--- config.mk ---
export PLATFORM = sky130hd
export DESIGN_NAME = length_prefixed_request_deframer
export DESIGN_NICKNAME = d
export VERILOG_FILES = /design/src/rtl/lprd_pkg.sv /design/src/rtl/length_prefixed_request_deframer.sv
export SDC_FILE = /design/constraint.sdc
export NUM_CORES = 1
export LEC_CHECK = 0
export ABC_AREA = 1
export BUFFER_PORTS_ARGS = -buffer_cell sky130_fd_sc_hd__buf_4
export CAP_MARGIN = 20
export CORE_ASPECT_RATIO = 1.75
export CORE_MARGIN = 1
export CORE_UTILIZATION = 38
export DETAILED_ROUTE_END_ITERATION = 8
export GPL_TIMING_DRIVEN = 0
export PLACE_DENSITY = 0.63
export SYNTH_ARGS = -nofsm -noshare
export SYNTH_HDL_FRONTEND = slang
export SYNTH_SLANG_ARGS = --single-unit
--- constraint.sdc ---
create_clock -name clk -period 8.7 [get_ports clk]
set_input_delay 0.435 -clock clk [delete_from_list [all_inputs] [get_ports clk]]
set_output_delay 0.435 -clock clk [all_outputs]
set_load 0.01 [all_outputs]
--- src/rtl/lprd_pkg.sv ---
package lprd_pkg;

	localparam int unsigned WORD_W = 32;
	localparam int unsigned COUNT_W = 20;
	localparam int unsigned CFG_INDEX_W = 2;
	localparam int unsigned CFG_DATA_W = 32;

	localparam logic [WORD_W-1:0] MAX_LEN_RESET = WORD_W'(32 << 20);
	localparam logic [COUNT_W-1:0] MAX_ARGS_RESET = COUNT_W'(200 * 1000);

	localparam logic [CFG_INDEX_W-1:0] REG_MAX_LEN = CFG_INDEX_W'(0);
	localparam logic [CFG_INDEX_W-1:0] REG_MAX_ARGS = CFG_INDEX_W'(1);

	typedef enum logic [2:0] {
		PH_OUTER    = 3'd0,
		PH_COUNT    = 3'd1,
		PH_ARGLEN   = 3'd2,
		PH_ARGDATA  = 3'd3,
		PH_LEFTOVER = 3'd4
	} phase_t;

	typedef enum logic [2:0] {
		KIND_BYTE      = 3'd0,
		KIND_EMPTY_ARG = 3'd1,
		KIND_EMPTY_REQ = 3'd2,
		KIND_TOO_LONG  = 3'd3,
		KIND_TOO_MANY  = 3'd4,
		KIND_MALFORMED = 3'd5
	} kind_t;

endpackage

--- src/rtl/length_prefixed_request_deframer.sv ---
// Length-prefixed request deframer.
// The input channel (in_valid, in_stall, rx_byte) takes one byte of the received
// stream per transaction. Each request is a 4-byte little-endian payload length,
// a 4-byte argument count, and per argument a 4-byte length and its bytes.
// The output channel (out_valid, out_stall and the result fields) carries at
// most one result per input byte: an argument byte, an empty-argument or
// empty-request marker, or an error code. Bytes are forwarded before any later
// error in the same request is known; after an error the block stays silent
// until reset.
// A byte taken into the input register passes through the whole parsing step, which is
// combinational, and its result is captured in the result register.
// Throughput is one byte per cycle while the receiver takes results.
// When the receiver stalls a pending result, the result holds and the input register
// takes one more byte if it was empty; in_stall is then high until the result is taken.
// The configuration channel (cfg_valid, cfg_ready, cfg_index, cfg_data) is always
// ready; the user must write it only while the block is idle, which is not enforced.
// Reset (arst_n low) restores the limit registers to their defaults, returns
// the parser to the payload length field and clears the error condition.
module length_prefixed_request_deframer (
	input  logic                                clk,
	input  logic                                arst_n,
	input  logic                                in_valid,
	output logic                                in_stall,
	input  logic [7:0]                          rx_byte,
	output logic                                out_valid,
	input  logic                                out_stall,
	output logic [2:0]                          kind,
	output logic [7:0]                          data_byte,
	output logic [lprd_pkg::COUNT_W-1:0]        arg_index,
	output logic                                last_of_arg,
	output logic                                end_of_request,
	input  logic                                cfg_valid,
	output logic                                cfg_ready,
	input  logic [lprd_pkg::CFG_INDEX_W-1:0]    cfg_index,
	input  logic [lprd_pkg::CFG_DATA_W-1:0]     cfg_data
);

	localparam int unsigned W = lprd_pkg::WORD_W;
	localparam int unsigned CW = lprd_pkg::COUNT_W;

	logic [W-1:0] max_len_q;
	logic [CW-1:0] max_args_q;

	logic byte_valid_s1;
	logic [7:0] byte_s1;

	lprd_pkg::phase_t phase_q, phase_d;
	logic [1:0] wcount_q, wcount_d;
	logic [W-1:0] wshift_q, wshift_d;
	logic [W-1:0] payload_q, payload_d;
	logic [CW-1:0] args_q, args_d;
	logic [CW-1:0] cur_arg_q, cur_arg_d;
	logic [W-1:0] str_q, str_d;
	logic closed_q, closed_d;

	logic out_valid_q;
	logic [2:0] kind_q;
	logic [7:0] data_q;
	logic [CW-1:0] index_q;
	logic last_q;
	logic end_q;

	logic emit;
	logic [2:0] kind_d;
	logic [7:0] data_d;
	logic [CW-1:0] index_d;
	logic last_d;
	logic end_d;

	logic adv;
	logic [W-1:0] word_new;
	logic word_done;
	logic [W-1:0] payload_dec;
	logic [W-1:0] data_payload;
	logic [W-1:0] data_str;
	logic [CW-1:0] args_dec;

	assign adv = !(out_valid_q && out_stall);
	assign in_stall = byte_valid_s1 && !adv;
	assign cfg_ready = 1'b1;

	assign out_valid = out_valid_q;
	assign kind = kind_q;
	assign data_byte = data_q;
	assign arg_index = index_q;
	assign last_of_arg = last_q;
	assign end_of_request = end_q;

	assign word_new = {byte_s1, wshift_q[W-1:8]};
	assign word_done = (wcount_q == 2'd3);
	assign payload_dec = payload_q - W'(1);
	assign data_payload = (payload_q != '0) ? payload_dec : payload_q;
	assign data_str = (str_q != '0) ? (str_q - W'(1)) : str_q;
	assign args_dec = args_q - CW'(1);

	always_ff @(posedge clk or negedge arst_n) begin
		if (!arst_n) begin
			max_len_q <= lprd_pkg::MAX_LEN_RESET;
			max_args_q <= lprd_pkg::MAX_ARGS_RESET;
		end else if (cfg_valid && cfg_ready) begin
			if (cfg_index == lprd_pkg::REG_MAX_LEN) begin
				max_len_q <= cfg_data[W-1:0];
			end else if (cfg_index == lprd_pkg::REG_MAX_ARGS) begin
				max_args_q <= cfg_data[CW-1:0];
			end
		end
	end

	always_ff @(posedge clk or negedge arst_n) begin
		if (!arst_n) begin
			byte_valid_s1 <= 1'b0;
		end else if (!in_stall) begin
			byte_valid_s1 <= in_valid;
		end
	end

	always_ff @(posedge clk) begin
		if (in_valid && !in_stall) begin
			byte_s1 <= rx_byte;
		end
	end

	always_comb begin
		phase_d = phase_q;
		wcount_d = wcount_q;
		wshift_d = wshift_q;
		payload_d = payload_q;
		args_d = args_q;
		cur_arg_d = cur_arg_q;
		str_d = str_q;
		closed_d = closed_q;
		emit = 1'b0;
		kind_d = lprd_pkg::KIND_BYTE;
		data_d = '0;
		index_d = '0;
		last_d = 1'b0;
		end_d = 1'b0;
		if (!closed_q) begin
			case (phase_q)
				lprd_pkg::PH_OUTER: begin
					wshift_d = word_new;
					wcount_d = wcount_q + 2'd1;
					if (word_done) begin
						if (word_new > max_len_q) begin
							closed_d = 1'b1;
							emit = 1'b1;
							kind_d = lprd_pkg::KIND_TOO_LONG;
						end else begin
							payload_d = word_new;
							phase_d = lprd_pkg::PH_COUNT;
						end
					end
				end
				lprd_pkg::PH_COUNT: begin
					if (payload_q == '0) begin
						closed_d = 1'b1;
						emit = 1'b1;
						kind_d = lprd_pkg::KIND_MALFORMED;
					end else begin
						payload_d = payload_dec;
						wshift_d = word_new;
						wcount_d = wcount_q + 2'd1;
						if (word_done) begin
							if (word_new > W'(max_args_q)) begin
								closed_d = 1'b1;
								emit = 1'b1;
								kind_d = lprd_pkg::KIND_TOO_MANY;
							end else begin
								args_d = word_new[CW-1:0];
								cur_arg_d = '0;
								if (word_new[CW-1:0] != '0) begin
									phase_d = lprd_pkg::PH_ARGLEN;
								end else if (payload_dec == '0) begin
									phase_d = lprd_pkg::PH_OUTER;
									emit = 1'b1;
									kind_d = lprd_pkg::KIND_EMPTY_REQ;
									end_d = 1'b1;
								end else begin
									phase_d = lprd_pkg::PH_LEFTOVER;
								end
							end
						end
					end
				end
				lprd_pkg::PH_ARGLEN: begin
					if (payload_q == '0) begin
						closed_d = 1'b1;
						emit = 1'b1;
						kind_d = lprd_pkg::KIND_MALFORMED;
					end else begin
						payload_d = payload_dec;
						wshift_d = word_new;
						wcount_d = wcount_q + 2'd1;
						if (word_done) begin
							if (word_new > payload_dec) begin
								closed_d = 1'b1;
								emit = 1'b1;
								kind_d = lprd_pkg::KIND_MALFORMED;
							end else if (word_new != '0) begin
								str_d = word_new;
								phase_d = lprd_pkg::PH_ARGDATA;
							end else begin
								str_d = word_new;
								emit = 1'b1;
								kind_d = lprd_pkg::KIND_EMPTY_ARG;
								index_d = cur_arg_q;
								last_d = 1'b1;
								args_d = args_dec;
								cur_arg_d = cur_arg_q + CW'(1);
								if (args_dec != '0) begin
									phase_d = lprd_pkg::PH_ARGLEN;
								end else if (payload_dec == '0) begin
									phase_d = lprd_pkg::PH_OUTER;
									end_d = 1'b1;
								end else begin
									phase_d = lprd_pkg::PH_LEFTOVER;
								end
							end
						end
					end
				end
				lprd_pkg::PH_ARGDATA: begin
					payload_d = data_payload;
					str_d = data_str;
					emit = 1'b1;
					kind_d = lprd_pkg::KIND_BYTE;
					data_d = byte_s1;
					index_d = cur_arg_q;
					if (data_str == '0) begin
						last_d = 1'b1;
						args_d = args_dec;
						cur_arg_d = cur_arg_q + CW'(1);
						if (args_dec != '0) begin
							phase_d = lprd_pkg::PH_ARGLEN;
						end else if (data_payload == '0) begin
							phase_d = lprd_pkg::PH_OUTER;
							end_d = 1'b1;
						end else begin
							phase_d = lprd_pkg::PH_LEFTOVER;
						end
					end
				end
				default: begin
					closed_d = 1'b1;
					emit = 1'b1;
					kind_d = lprd_pkg::KIND_MALFORMED;
				end
			endcase
		end
	end

	always_ff @(posedge clk or negedge arst_n) begin
		if (!arst_n) begin
			phase_q <= lprd_pkg::PH_OUTER;
			wcount_q <= '0;
			wshift_q <= '0;
			payload_q <= '0;
			args_q <= '0;
			cur_arg_q <= '0;
			str_q <= '0;
			closed_q <= 1'b0;
		end else if (adv && byte_valid_s1) begin
			phase_q <= phase_d;
			wcount_q <= wcount_d;
			wshift_q <= wshift_d;
			payload_q <= payload_d;
			args_q <= args_d;
			cur_arg_q <= cur_arg_d;
			str_q <= str_d;
			closed_q <= closed_d;
		end
	end

	always_ff @(posedge clk or negedge arst_n) begin
		if (!arst_n) begin
			out_valid_q <= 1'b0;
		end else if (adv) begin
			out_valid_q <= byte_valid_s1 && emit;
		end
	end

	always_ff @(posedge clk) begin
		if (adv) begin
			kind_q <= kind_d;
			data_q <= data_d;
			index_q <= index_d;
			last_q <= last_d;
			end_q <= end_d;
		end
	end

`ifndef SYNTH
	a_closed_sticky: assert property (@(posedge clk) disable iff (!arst_n)
		closed_q |=> closed_q)
		else $error("error condition cleared without reset");

	a_error_closes: assert property (@(posedge clk) disable iff (!arst_n)
		out_valid_q && (kind_q == lprd_pkg::KIND_TOO_LONG
			|| kind_q == lprd_pkg::KIND_TOO_MANY
			|| kind_q == lprd_pkg::KIND_MALFORMED)
		|-> closed_q && !end_q && !last_q)
		else $error("error result without closing the parser");

	a_silent_closed: assert property (@(posedge clk) disable iff (!arst_n)
		closed_q && !out_valid_q |=> !out_valid_q)
		else $error("result produced after an error");

	a_end_realigns: assert property (@(posedge clk) disable iff (!arst_n)
		out_valid_q && end_q
		|-> phase_q == lprd_pkg::PH_OUTER && wcount_q == 2'd0)
		else $error("request ended without returning to the length field");
`endif

endmodule

== Word-level counts from Yosys, hierarchy flattened ==
Index checks and enable logic that the tools add are counted.
Operators by class
  equal/unequal tests: 16
  multiplexer cells: 103
  magnitude comparators: 3
  bitwise logic cells: 3
  $add $sub $neg: 5
  reduce and logical (&&, ||, !) cells: 32
Operators by type and width (number)
  20-bit two-way mux: 20
  32-bit two-way mux: 9
  32-bit zero test: 4
  32-bit one-hot mux with 2 select lines: 2
  20-bit one-hot mux with 3 select lines: 2
  32-bit one-hot mux with 3 select lines: 1
  32-bit nonzero test: 3
  32-bit greater-than comparator: 2
  32-bit by 1-bit subtractor with 32-bit output, second input constant: 2
  3-bit two-way mux: 21
  20-bit one-hot mux with 2 select lines: 1
  20-bit nonzero test: 2
  1-bit two-way mux: 35
  32-bit by 20-bit greater-than comparator with 1-bit output: 1
  3-bit one-hot mux with 4 select lines: 2
  2-bit inequality test, second input constant: 11
  20-bit by 1-bit adder with 20-bit output, second input constant: 1
  20-bit by 1-bit subtractor with 20-bit output, second input constant: 1
  12-bit AND reduction: 1
  6-bit AND reduction: 2
  11-bit AND reduction: 1
  2-bit two-way mux: 5
  3-bit by 2-bit == test with 1-bit output, second input constant: 2
  1-bit one-hot mux with 3 select lines: 2
  other kinds (19): 29
Storage, ports and cells
  word-level logic and storage cells: 180
  bits of input ports: 47
  bits in registers: 237
  output and inout port bits: 36

== Logic depth before layout (Yosys ltp) ==
  depth in word-level cells: 10
  mapped depth: 26
  depth with buffers taken out: 24

== Least setup slack after synthesis ==
OpenSTA, ideal clock, no wires.
  kind: register to register
  from: reg payload_q[0]
  to: reg index_q[0], in the netlist arg_index[0], data pin
  required time: 8.430 ns
  stages on the path, launching flop included: 25
  setup time: 0.270 ns
  clock period less this slack: 3.398 ns
  setup slack: 5.302 ns
  buffers on the path: 2
  arrival time: 3.128 ns
  cells stage by stage: dfrtp_1 > inv_1 > ha_1 > buf_2 > nand2_1 > nor2_2 > nand3_1 > xor2_1 > inv_1 > ha_1 > nand2_1 > nor2_1 > nand2_1 > nor4_1 > and3_1 > nand3_1 > nand2_1 > inv_1 > nand2_1 > nand2_1 > nand3_1 > nand2_1 > inv_1 > clkbuf_1 > nor3_1
On the way
  longest elaborated chain between the ends: 6
  elaborated cells on any way between the ends: 7
  those cells by class: add/sub (1); order compare (1); mux (4); reduce/logical (1)
RTL lines
  from (decl): RTL line length_prefixed_request_deframer.sv:50  | logic [W-1:0] payload_q, payload_d;
  from (signal assigned): RTL line length_prefixed_request_deframer.sv:266  | payload_q <= payload_d;
  32-bit by 1-bit subtractor with 32-bit output: RTL line length_prefixed_request_deframer.sv:91  | assign payload_dec = payload_q - W'(1);
  32-bit greater-than comparator: RTL line length_prefixed_request_deframer.sv:195  | if (word_new > payload_dec) begin
  20-bit two-way mux: RTL line length_prefixed_request_deframer.sv:195
  20-bit two-way mux: RTL line length_prefixed_request_deframer.sv:194  | if (word_done) begin
  20-bit two-way mux *: RTL line length_prefixed_request_deframer.sv:186  | if (payload_q == '0) begin
  20-bit one-hot mux with 2 select lines *: RTL line length_prefixed_request_deframer.sv:139  | case (phase_q)
  to (signal assigned): RTL line length_prefixed_request_deframer.sv:286  | index_q <= index_d;
  to (decl): RTL line length_prefixed_request_deframer.sv:59  | logic [CW-1:0] index_q;
Mark *: on every way between the ends. The rest lies on a longest branch, timed or not.
A chain may end at the register's enable or synchronous reset.

== Worst setup path after layout ==
  from: reg payload_q[0]
  to: reg str_q[12]
On the way
  longest elaborated chain between the ends: 4
  elaborated cells on any way between the ends: 6
  those cells by class: add/sub (1); order compare (1); eq/ne (2); reduce/logical (2)
RTL lines
  32-bit by 1-bit subtractor with 32-bit output: RTL line length_prefixed_request_deframer.sv:91
  32-bit greater-than comparator: RTL line length_prefixed_request_deframer.sv:195
  2-bit inequality test (no source line)
  6-bit AND reduction (no source line) *
  to (signal assigned): RTL line length_prefixed_request_deframer.sv:269  | str_q <= str_d;
  to (decl): RTL line length_prefixed_request_deframer.sv:53  | logic [W-1:0] str_q, str_d;
Marked as above.

==> out/metrics.cfg <==
[worst_setup_path]
worstPathRequired_ns=9.18
r2r_cells=24
max_stage_delay_ns=0.65
crit_top_cell=nand2_1
crit_buf_inv=6
path_cells=inv_1 -> ha_1 -> buf_2 -> nand2_1 -> nor2_2 -> nand2_1 -> xor2_1 -> inv_1 -> ha_1 -> nand3_1 -> nor3_1 -> o21ai_0 -> o2111ai_1 -> nand3_1 -> nand2_1 -> inv_1 -> nand2_1 -> nand3_1 -> nand2_1 -> inv_2 -> nand2_1 -> buf_2 -> nand2_1 -> o21ai_0
crit_path_end_kind=register
cp_top_family=simple AND/OR/NAND/NOR gates
slowest_stage=xor2_1
r2r_setup_slack_ns=3.69
crit_fanout=10
critPathKind=reg -> reg
crit_arrival_ns=5.49
worst_r2r_endpoint=str_q[12]
crit_path_start_kind=register
reg2reg_from=payload_q[0]

[route]
initialDrtViolationCount=1024
drc=0
post_drt_wl_per_cell_microns=20.9
totalWireLength_microns=60000
firstDrtPassIters=5
vias_per_cell=5.41
route.antenna.remaining_nets=0
num_vias=15569

[global_route]
antenna_found_initial=1
grt_pass1_vias=15692
grt_pass1_wl_microns=90900
gr-usage-all-layers_pct=28.8
grt-ovfl-total=0
grt_max_degree=113

[power]
power_frac_comb_pct=8.0
pwr_density_cell_nw_per_um2=136
ir_drop_mv=0.142
p_sw_mw=0.612
p_int_mw=1.81
p_leak_nw=8.74
p_seq_share_pct=48.1
power_frac_clock_pct=44.0
power.share.switching_pct=25.3

[sta]
rsz0062_at_grt=false
fin_crit_sh_pct=57.5
finalCriticalPeriod_ns=5.01
drv_slew=0
maxSlewHeadroom_pct=25.0
hold_violations=0
tightest_slew_ns=1.12
setup_viol=0
fin_skew_ns=0.0233
tns_ns=0
timing.fmax_mhz=200

[placed_design]
gp_congestion=1.05
io_buffers=81
post-dp-hpwl_microns=47300
placed_cell_area_sq_um=17000
placedCellCount=2830

[hold_path]
whs_endpoint=byte_s1[5]
hp-class=in -> reg
min_from=rx_byte[5]
worstHoldPathCells=1

[logic_synthesis]
netlist_instances=2198
synthMostInstantiatedCell=nand2_1
syn_avg_cell_area_sq_um=7.13
synth_top_area_share_pct=28.9
synth_edf_count=41
synthTopCellsByCount=nand2_1, nor2_1, inv_1
synth_nets=2335
synth_area_sq_um=15700
synthFlopType=dfrtp_1
synth_cell_types=53
synthTopCellsByArea=dfrtp_1, nand2_1, edfxtp_1, ha_1, nor2_1
yosysTopAreaCell=dfrtp_1
yosys_warnings=0
synth-seq-cells=229
synthArstFlopShare_pct=82.1
seq_area_frac_synth_pct=37.9

[die]
fp.dieArea_sq_um=42100
num_rows=98
start_util_pct=38.5
num_io_pins=83
core_area_sq_um=40700
die_h_microns=271
die_w_microns=156

[clock_network]
cts_tree=built
cts_made_buffers=25
h-tree-depth=1
worst_skew_pair.late_latency_ns=0.58
cts.path.max_buffers=3
clock_sinks=229
root_buffer=clkbuf_16
cts_setup_buffers=0
clkTransAtPathRegs_ns=0.06

[layout]
final_area_sq_um=17800
fillers=4267
area_growth_pct=13.6
n_antenna_cell=0
drive_gt1_share_pct=7.65
final_cells=2877
num-nets-final=2445

[outcome]
status=finished, final reports clean

[flow_run]
drv_cap=0

[cell usage in the layout (no fill, tap or decap), types with 47 or more instances in the layout]
cell        n
a21oi_1    76
buf_4      82
clkbuf_1   62
dfrtp_1   181
ha_1       90
inv_1     239
nand2_1   576
nand3_1   144
nand4_1    47
nor2_1    274
nor3_1     48
o21ai_0   194
xor2_1     54
[layer usage]
metal,share of wire (%),vias to the layer above,global-route usage [%]
li1,-,7427,-
met1,36,7380,29.5
met2,51,523,52.1
met3,4.4,237,3.57
met4,9.4,2,23.3
met5,0.018,-,0
[what timing repair did]
| item | in CTS | in global routing |
|---|---|---|
| gates resized for setup | 0 | 0 |
| hold buffers | 1 | 0 |
| hold endpoints to repair | 73 | 0 |
| endpoints found under the setup margin | 0 | 0 |
[power groups by stage]
| stage | logic (mW) | registers [mW] | clock network [mW] |
|---|---|---|---|
| 2_1_floorplan | 0.112 | 1.17 | 0 |
| 3_3_place_gp | 0.182 | 1.18 | 0 |
| 3_5_place_dp | 0.193 | 1.18 | 0 |
| 4_1_cts | 0.195 | 1.16 | 1.09 |
| 5_1_grt | 0.222 | 1.17 | 1.13 |
| 6_report | 0.193 | 1.16 | 1.06 |
[cell families (layout without fill, tap and decap cells)]
family	count (synthesis)	after routing	synth area share, %
and+or+nand+nor	1140	1140	31.0
AOI/OAI and AO/OA	337	337	11.4
buffers and inverters	320	449	7.92
DFF	229	229	37.9
adders and majority gates	90	90	7.18
xor gates and xnor gates	79	79	4.41
muxes	2	2	0.136
other	1	1	0.0239
[sequential cells by signal, indices dropped and copies added (netlist names)]
| name | count |
|---|---|
| payload_q | 32 |
| out_valid | 1 |
| str_q | 32 |
| wcount_q | 2 |
| kind | 3 |
| args_q | 20 |
| last_of_arg | 1 |
| byte_valid_s1 | 1 |
| max_args_q | 20 |
| end_of_request | 1 |
| data_byte | 8 |
| arg_index | 20 |
| closed_q | 1 |
| phase_q | 3 |
| cur_arg_q | 20 |
| max_len_q | 32 |
| byte_s1 | 8 |
| wshift_q | 24 |
[through the flow]
step / hold WS (ns) / power [mW] / util, % / setup WS, ns
3_3_place_gp: 0.470 / 1.36 / 41.7 / 3.91
5_1_grt: 0.0211 / 2.52 / 43.8 / 3.35
2_1_floorplan: 0.139 / 1.28 / - / 5.30
6_report: 0.0401 / 2.42 / 43.8 / 3.69
3_5_place_dp: 0.452 / 1.38 / 41.8 / 3.87
4_1_cts: 0.0211 / 2.45 / 43.8 / 3.83
[how the worst max path moves through the flow]
stage | startpoint | endpoint | slack [ns] | depth (start not counted)
after floorplan | payload_q[0] | arg_index[0] | 5.30 | 24
after detailed placement | payload_q[0] | str_q[12] | 3.87 | 25
after global placement | payload_q[0] | str_q[14] | 3.91 | 24
final | payload_q[0] | str_q[12] | 3.69 | 24
after CTS | payload_q[0] | str_q[12] | 3.83 | 25
after global routing | payload_q[0] | str_q[4] | 3.35 | 24
[final cells by class]
cell class                      instances  area [sq um]  share of cell area [%]
Buffer                                 70           302                    1.69
Timing Repair Buffer                   83           653                    3.67
Inverter                              250           941                    5.28
Clock inverter                         11           121                   0.681
Tap cell                              550           688                    3.86
Multi-Input combinational cell       1649          8490                    47.7
Clock buffer                           35           673                    3.78
Sequential cell                       229          5940                    33.4
No activity file was read; power rests on OpenSTA's default activity.
